[src/hw/rtl/json_string_unescape_assert.svh]
// ----------------------------------------------------------------------------
// json_string_unescape_assert.svh
// assertion macros for the json string unescape block
// ----------------------------------------------------------------------------
`ifndef JSON_STRING_UNESCAPE_ASSERT_SVH
`define JSON_STRING_UNESCAPE_ASSERT_SVH

`ifndef SYNTHESIS

// implication checked at every rising edge outside reset
`define JSU_ASSERT(lbl, clk, rst, prop, msg) \
   lbl: assert property (@(posedge clk) disable iff (rst) prop) else $error(msg);

// check that also holds while reset is applied
`define JSU_ASSERT_ALWAYS(lbl, clk, prop, msg) \
   lbl: assert property (@(posedge clk) prop) else $error(msg);

`else

`define JSU_ASSERT(lbl, clk, rst, prop, msg)
`define JSU_ASSERT_ALWAYS(lbl, clk, prop, msg)

`endif

`endif

[src/hw/rtl/jsu_pkg.sv]
// ----------------------------------------------------------------------------
// jsu_pkg
// types, codes and helpers of the json string unescape block
// ----------------------------------------------------------------------------
package jsu_pkg;

   // decoder mode, one-hot
   typedef enum logic [3:0] {
      MODE_IDLE = 4'b0001,
      MODE_STR  = 4'b0010,
      MODE_ESC  = 4'b0100,
      MODE_HEX  = 4'b1000
   } mode_type;

   // result kind
   localparam logic [1:0] KIND_DATA  = 2'd0;
   localparam logic [1:0] KIND_DONE  = 2'd1;
   localparam logic [1:0] KIND_ERROR = 2'd2;

   // error codes
   localparam logic [2:0] ERR_EXPECT_QUOTE = 3'd0;
   localparam logic [2:0] ERR_UNTERMINATED = 3'd1;
   localparam logic [2:0] ERR_ESC_CUT      = 3'd2;
   localparam logic [2:0] ERR_BAD_ESC      = 3'd3;
   localparam logic [2:0] ERR_BAD_UNICODE  = 3'd4;
   localparam logic [2:0] ERR_NONE         = 3'd0;

   // utf-8 lead and continuation marks
   localparam logic [7:0] UTF8_LEAD2 = 8'hC0;
   localparam logic [7:0] UTF8_LEAD3 = 8'hE0;
   localparam logic [7:0] UTF8_CONT  = 8'h80;

   typedef struct packed {
      logic       ok;
      logic [3:0] value;
   } hex_type;

   function automatic hex_type hex_decode(input logic [7:0] c);
      hex_type h;
      h.ok    = 1'b1;
      h.value = 4'd0;
      if (c >= "0" && c <= "9") begin
         h.value = 4'(c - 8'h30);
      end else if (c >= "a" && c <= "f") begin
         h.value = 4'(c - 8'h57);
      end else if (c >= "A" && c <= "F") begin
         h.value = 4'(c - 8'h37);
      end else begin
         h.ok = 1'b0;
      end
      return h;
   endfunction

endpackage

[src/hw/rtl/json_string_unescape.sv]
// ----------------------------------------------------------------------------
// json_string_unescape
// streaming decoder for one json string literal with utf-8 output of \u escapes
// ----------------------------------------------------------------------------
// usage:
//   req channel carries one text byte per transaction in req_tdata; req_tlast
//   marks end of text (the byte is then ignored). leading whitespace is
//   skipped, an opening quote starts a string, escapes are decoded and a \u
//   escape comes out as 1 to 3 utf-8 bytes.
//   rsp channel carries one result per transaction: a data byte, a string
//   complete mark or an error code in rsp_tuser; rsp_tlast flags the last
//   result caused by one input byte.
//   path: an accepted byte is held in the input register, then its
//   results are loaded into the result group register, from which the
//   rsp port presents them.
//   throughput: one byte per cycle while rsp_tready is high and each byte
//   gives at most one result; a \u escape giving several utf-8 bytes holds
//   the input until its result group drains, one result per cycle while rsp_tready is high.
//   reset: back to idle, no pending results.
//   stall: when rsp_tready is low the result group holds and the input
//   register still takes one more byte before req_tready drops.
// ----------------------------------------------------------------------------
`include "json_string_unescape_assert.svh"

module json_string_unescape
   import jsu_pkg::*;
(
   input  logic       clock,
   input  logic       reset,
   input  logic       req_tvalid,
   output logic       req_tready,
   input  logic [7:0] req_tdata,   // [7:0] in_byte
   input  logic       req_tlast,   // end_of_text
   output logic       rsp_tvalid,
   input  logic       rsp_tready,
   output logic [7:0] rsp_tdata,   // [7:0] out_byte
   output logic [4:0] rsp_tuser,   // [1:0] kind, [4:2] error_code
   output logic       rsp_tlast    // last
);

   // input register
   logic       in_vld_ff, in_vld_in;
   logic [7:0] in_byte_ff;
   logic       in_end_ff;

   // decoder state
   mode_type    mode_ff, mode_in;
   logic [1:0]  cnt_ff, cnt_in;
   logic [11:0] cp_ff, cp_in;

   // result group register
   logic [1:0]       rem_ff, rem_in;
   logic [2:0][7:0]  bytes_ff, bytes_in;
   logic [1:0]       kind_ff, kind_in;
   logic [2:0]       err_ff, err_in;

   logic adv, fire, rsp_take;

   // decode results
   logic [1:0]       dec_n;
   logic [2:0][7:0]  dec_bytes;
   logic [1:0]       dec_kind;
   logic [2:0]       dec_err;
   hex_type          hex;
   logic [15:0]      cp_full;

   assign rsp_take   = rsp_tvalid && rsp_tready;
   // group is free for the next item after this cycle
   assign adv        = (rem_ff == 2'd0) || ((rem_ff == 2'd1) && rsp_tready);
   assign fire       = in_vld_ff && adv;
   assign req_tready = !in_vld_ff || adv;

   assign hex     = hex_decode(in_byte_ff);
   assign cp_full = {cp_ff, hex.value};

   always_comb begin
      mode_in   = mode_ff;
      cnt_in    = cnt_ff;
      cp_in     = cp_ff;
      dec_n     = 2'd0;
      dec_bytes = '0;
      dec_kind  = KIND_DATA;
      dec_err   = ERR_NONE;
      unique case (mode_ff)
         MODE_IDLE: begin
            if (!in_end_ff) begin
               if (in_byte_ff == "\"") begin
                  mode_in = MODE_STR;
               end else if (!(in_byte_ff == 8'h20 ||
                              (in_byte_ff >= 8'h09 && in_byte_ff <= 8'h0D))) begin
                  dec_n    = 2'd1;
                  dec_kind = KIND_ERROR;
                  dec_err  = ERR_EXPECT_QUOTE;
               end
            end
         end
         MODE_STR: begin
            if (in_end_ff) begin
               mode_in  = MODE_IDLE;
               dec_n    = 2'd1;
               dec_kind = KIND_ERROR;
               dec_err  = ERR_UNTERMINATED;
            end else if (in_byte_ff == "\"") begin
               mode_in  = MODE_IDLE;
               dec_n    = 2'd1;
               dec_kind = KIND_DONE;
            end else if (in_byte_ff == "\\") begin
               mode_in = MODE_ESC;
            end else begin
               dec_n        = 2'd1;
               dec_bytes[0] = in_byte_ff;
            end
         end
         MODE_ESC: begin
            mode_in = MODE_STR;
            dec_n   = 2'd1;
            if (in_end_ff) begin
               mode_in  = MODE_IDLE;
               dec_kind = KIND_ERROR;
               dec_err  = ERR_ESC_CUT;
            end else begin
               case (in_byte_ff)
                  "\"", "\\", "/": dec_bytes[0] = in_byte_ff;
                  "b":             dec_bytes[0] = 8'h08;
                  "f":             dec_bytes[0] = 8'h0C;
                  "n":             dec_bytes[0] = 8'h0A;
                  "r":             dec_bytes[0] = 8'h0D;
                  "t":             dec_bytes[0] = 8'h09;
                  "u": begin
                     mode_in = MODE_HEX;
                     cnt_in  = 2'd0;
                     cp_in   = '0;
                     dec_n   = 2'd0;
                  end
                  default: begin
                     mode_in  = MODE_IDLE;
                     dec_kind = KIND_ERROR;
                     dec_err  = ERR_BAD_ESC;
                  end
               endcase
            end
         end
         MODE_HEX: begin
            if (in_end_ff || !hex.ok) begin
               mode_in  = MODE_IDLE;
               cnt_in   = 2'd0;
               cp_in    = '0;
               dec_n    = 2'd1;
               dec_kind = KIND_ERROR;
               dec_err  = ERR_BAD_UNICODE;
            end else if (cnt_ff != 2'd3) begin
               cnt_in = cnt_ff + 2'd1;
               cp_in  = cp_full[11:0];
            end else begin
               mode_in = MODE_STR;
               cnt_in  = 2'd0;
               cp_in   = '0;
               if (cp_full[15:7] == '0) begin
                  dec_n        = 2'd1;
                  dec_bytes[0] = cp_full[7:0];
               end else if (cp_full[15:11] == '0) begin
                  dec_n        = 2'd2;
                  dec_bytes[0] = UTF8_LEAD2 | {3'b000, cp_full[10:6]};
                  dec_bytes[1] = UTF8_CONT | {2'b00, cp_full[5:0]};
               end else begin
                  dec_n        = 2'd3;
                  dec_bytes[0] = UTF8_LEAD3 | {4'b0000, cp_full[15:12]};
                  dec_bytes[1] = UTF8_CONT | {2'b00, cp_full[11:6]};
                  dec_bytes[2] = UTF8_CONT | {2'b00, cp_full[5:0]};
               end
            end
         end
         default: begin
            mode_in = MODE_IDLE;
            cnt_in  = 2'd0;
            cp_in   = '0;
         end
      endcase
   end

   // result group: load on fire, else drain one per taken transaction
   always_comb begin
      rem_in   = rem_ff;
      bytes_in = bytes_ff;
      kind_in  = kind_ff;
      err_in   = err_ff;
      if (fire) begin
         rem_in   = dec_n;
         bytes_in = dec_bytes;
         kind_in  = dec_kind;
         err_in   = dec_err;
      end else if (rsp_take) begin
         rem_in   = rem_ff - 2'd1;
         bytes_in = {8'h00, bytes_ff[2], bytes_ff[1]};
      end
   end

   assign in_vld_in = req_tready ? req_tvalid : in_vld_ff;

   always_ff @(posedge clock) begin
      if (reset) begin
         in_vld_ff <= 1'b0;
         mode_ff   <= MODE_IDLE;
         cnt_ff    <= 2'd0;
         cp_ff     <= '0;
         rem_ff    <= 2'd0;
      end else begin
         in_vld_ff <= in_vld_in;
         rem_ff    <= rem_in;
         if (fire) begin
            mode_ff <= mode_in;
            cnt_ff  <= cnt_in;
            cp_ff   <= cp_in;
         end
      end
   end

   always_ff @(posedge clock) begin
      if (req_tready && req_tvalid) begin
         in_byte_ff <= req_tdata;
         in_end_ff  <= req_tlast;
      end
      bytes_ff <= bytes_in;
      kind_ff  <= kind_in;
      err_ff   <= err_in;
   end

   assign rsp_tvalid = (rem_ff != 2'd0);
   assign rsp_tdata  = bytes_ff[0];
   assign rsp_tuser  = {err_ff, kind_ff};
   assign rsp_tlast  = (rem_ff == 2'd1);

   // completion and error results stand alone
   `JSU_ASSERT(a_ctrl_single, clock, reset,
      (rsp_tvalid && kind_ff != KIND_DATA) |-> rsp_tlast, "control result not last")
   // a held input item keeps its byte
   `JSU_ASSERT(a_in_hold, clock, reset,
      (in_vld_ff && !adv) |=> (in_vld_ff && $stable(in_byte_ff)), "input item lost")
   // digit count only moves inside a \u escape
   `JSU_ASSERT(a_cnt_hex, clock, reset,
      (mode_ff != MODE_HEX) |-> (cnt_ff == 2'd0), "hex count outside escape")
   // a three-result group is a three-byte utf-8 sequence
   `JSU_ASSERT(a_utf8_lead, clock, reset,
      (rem_ff == 2'd3) |-> (bytes_ff[0][7:4] == 4'hE && kind_ff == KIND_DATA),
      "bad utf-8 lead")
   // no result pending right after reset
   `JSU_ASSERT_ALWAYS(a_reset_empty, clock,
      (!reset && $past(reset)) |-> !rsp_tvalid, "results pending after reset")

endmodule

[config.mk]
export PLATFORM = sky130hd
export DESIGN_NAME = json_string_unescape
export DESIGN_NICKNAME = d
export VERILOG_FILES = /design/src/hw/rtl/jsu_pkg.sv /design/src/hw/rtl/json_string_unescape.sv
export VERILOG_INCLUDE_DIRS = /design/src /design/src/hw/rtl
export SDC_FILE = /design/constraint.sdc
export NUM_CORES = 1
export LEC_CHECK = 0
export BUFFER_PORTS_ARGS = -buffer_cell sky130_fd_sc_hd__buf_2
export CAP_MARGIN = 20
export CORE_AREA = 2 2 92 94
export CTS_CLUSTER_DIAMETER = 100
export DETAILED_ROUTE_END_ITERATION = 8
export DIE_AREA = 0 0 94 96
export PLACE_DENSITY = 0.54
export SLEW_MARGIN = 40
export SYNTH_ARGS = -nofsm -noshare
export SYNTH_HDL_FRONTEND = slang
export SYNTH_SLANG_ARGS = --single-unit
[constraint.sdc]
create_clock -name clock -period 4.2 [get_ports clock]
set_input_delay 0.42 -clock clock [delete_from_list [all_inputs] [get_ports clock]]
set_output_delay 0.42 -clock clock [all_outputs]
set_load 0.05 [all_outputs]
==> qor.txt <==
outcome: complete, no violations
Final TNS setup: 0 ns
length of routed met3 wiring: 390 um
CTS buffer count: 9
WL met2: 3770 um
CTS root buf: clkbuf_8
most used cell, CP: buf_4
Setup Skew: 0.0119 ns
Synth cell types: 64
Seq/Total Area, Yosys: 46.7%
CP Cell Sequence: inv_1 -> ha_1 -> a21oi_1 -> nand2b_1 -> buf_4 -> clkinv_1 -> o311ai_2 -> buf_4 -> nor2_2 -> a22oi_1 -> nor2_1
clock insertion delay at the later pin of the skew report: 0.34 ns
all-layer global routing usage: 20.2%
Setup CP Type: reg2reg
Placed Area: 3370 um2
Antenna Violating Nets Remaining: 0
slowest CP cell: clkinv_1
first-pass GRT wire length: 13700 um
largest net degree at the start of global routing: 27
max_slew headroom: 54.2%
worst slew pin tran: 0.677 ns
Resize count post-CTS: 0
CTS tree: done
Cell Pwr Density: 447 nW/um2
Tot Pwr: 1590 uW
max-slew violations: 0
postcts setup bufs: 0
CTS H-Tree Depth: 3
DR vias: 2594
diode count: 0
r2r setup slk: 1.24 ns
clock buffer depth: 2
post-synthesis async set-or-reset flop share: 0%
I/O pin count: 29
DRT met1 WL: 3940 um
max incr delay on CP: 0.52 ns
Worst Hold Class: in2reg
top cell type by total area after synthesis: edfxtp_1
Starting Density: 40.0%
Critical Path RT: 4.41 ns
Synth Flop Type: edfxtp_1
DIE HEIGHT: 96 um
core area: 8050 um2
setup violators final: 0
Die W: 94 um
post-DR vias/cell: 5.71
post-layout min period: 2.96 ns
Fillers: 799
final HPWL from detailed placement: 5890 um
Ys Warns: 0
row cnt: 33
cell area after synthesis: 3220 um2
Pre-antenna DRT Iters: 5
Die ar.: 9020 um2
Layout Nets: 365
Final Hold Fails: 0
CP startpoint kind: register
DRC Markers: 0
vias in the first global route: 2489
WP data arrival: 3.18 ns
final wirelength: 8290 um
grt total ovfl: 0
RSZ-0062 raised after global routing: no
Crit Path Max Fanout: 19
Port-buffer cells: 28
Multi-input gate area: 1550 um2
Post-CTS Hold Buffers: 0
Fmax: 337 MHz
number of flops mapped to enable cells by yosys: 36
Post-Syn Instances: 328
Worst-path clk slew: 0.07 ns
max_cap viols: 0
syn_area_per_cell: 9.81 um2
kind of end point of the critical path: register
WL/cell: 18.3 um
top-area cell type share of the netlist area: 33.6%
layout cell share with drive strength beyond 1: 18.3%
Top Metal Used: met4
Leak Pwr: 0.00128 uW
fin crit share: 70.6%
Synth-to-Final Area Change: 10.7%
antenna violations before repair: 0
maximum VDD drop: 0.327 mV
register area: 1500 um2
#FFs+latches synth: 57
Sinks on Clock Net: 57
DR iter-0 viols: 152
top post-synthesis cells by area: edfxtp_1 (34%), dfxtp_1 (13%), a22oi_1 (4.2%)
Hold Slack: 0.254 ns
Post-Syn Nets: 349
gpl congestion: 0.873
final std cell area, no fill: 3560 um2
-- cell type report --
type                    instances  share of cell area (%)
inverters                       9                   0.948
flip-flops and latches         57                    42.1
clock buffers                  10                    3.58
well taps                     105                    3.69
repair buffers                 30                    4.36
clock inverters                 6                    1.69
multi-input cells             237                    43.6
-- through the flow --
stage | worst slack (ns) | std cells | util [%]
after floorplan | 1.73 | 328 | -
after global placement | 1.33 | 438 | 41.8
after detailed placement | 1.28 | 438 | 41.8
after CTS | 1.24 | 454 | 44.2
after global routing | 1.01 | 454 | 44.2
final | 1.24 | 454 | 44.2
-- worst paths after layout --
kind | start | end | cells past startpoint
setup reg to reg | rem_ff[0]$_SDFFE_PP0P_ | cp_ff[2]$_SDFFE_PP0P_ | 11
hold / removal | req_tdata[7] | in_byte_ff[7]$_DFFE_PP_ | 1
setup / recovery | rem_ff[0]$_SDFFE_PP0P_ | cp_ff[2]$_SDFFE_PP0P_ | 11
hold reg to reg | rem_ff[1]$_SDFFE_PP0P_ | rem_ff[1]$_SDFFE_PP0P_ | 2
-- report_power, final --
group          total (uW)  switching, uW  internal (uW)
clock                 499            228            271
sequential            733           41.2            692
combinational         360            264           96.1
-- cell usage after synthesis (all sizes together), types with 3 or more instances --
| cell | n |
|---|---|
| edfxtp | 36 |
| nor2 | 36 |
| a21oi | 24 |
| nand2 | 23 |
| o21ai | 23 |
| dfxtp | 21 |
| a22oi | 18 |
| buf | 18 |
| nor3 | 13 |
| ha | 8 |
| inv | 8 |
| clkbuf | 7 |
| nand3 | 7 |
| and2 | 6 |
| nand2b | 6 |
| nor4 | 5 |
| a22o | 4 |
| nor4b | 4 |
| o21bai | 4 |
| a31oi | 3 |
| a32oi | 3 |
| and3 | 3 |
| mux2i | 3 |
| nand3b | 3 |
| nor2b | 3 |
| o211ai | 3 |
| or4b | 3 |
-- critical path, delay by kind of cell, from the launching register on --
kind,cells,cell delay [ns]
DFF,1,0.40
buffers and inverters,4,1.17
AOI/OAI and AO/OA,3,0.64
and+or+nand+nor,3,0.35
adders and majority gates,1,0.24
-- flip-flops by register name, indices dropped and copies added, names as in the netlist --
register / cells
bytes_ff: 14
cnt_ff: 2
cp_ff: 12
err_ff: 3
in_byte_ff: 8
in_end_ff: 1
in_vld_ff: 1
kind_ff: 2
mode_ff: 4
rem_ff: 2
rsp_tdata: 8
-- cell families after synthesis --
family                     after synthesis  share of synthesized area (%)
and+or+nand+nor                        121                           20.9
AOI/OAI and AO/OA                      100                           21.4
DFF                                     57                           46.7
buffers and inverters                   34                           5.48
adders and majority gates                8                           3.11
muxes                                    5                           1.63
xor gates and xnor gates                 3                          0.817
-- cells in the final DEF, fill, tap and decap left out, drive strengths merged, types with 4 or more instances in the layout --
| master | n |
|---|---|
| nand2b | 6 |
| nand2 | 23 |
| nor2 | 36 |
| edfxtp | 36 |
| o21bai | 4 |
| o21ai | 23 |
| a22o | 4 |
| buf | 30 |
| dfxtp | 21 |
| ha | 8 |
| nor4 | 5 |
| clkinv | 4 |
| a21oi | 24 |
| nor4b | 4 |
| nor3 | 13 |
| inv | 8 |
| and2 | 6 |
| clkbuf | 10 |
| nand3 | 7 |
| a22oi | 18 |
-- layer usage --
metal / global-route usage (%) / up-vias
met5: 0 / -
li1: - / 1260
met3: 3.29 / 13
met2: 30.4 / 80
met1: 28.7 / 1241
met4: 8.45 / 0
Power figures use the tool's default switching activity.
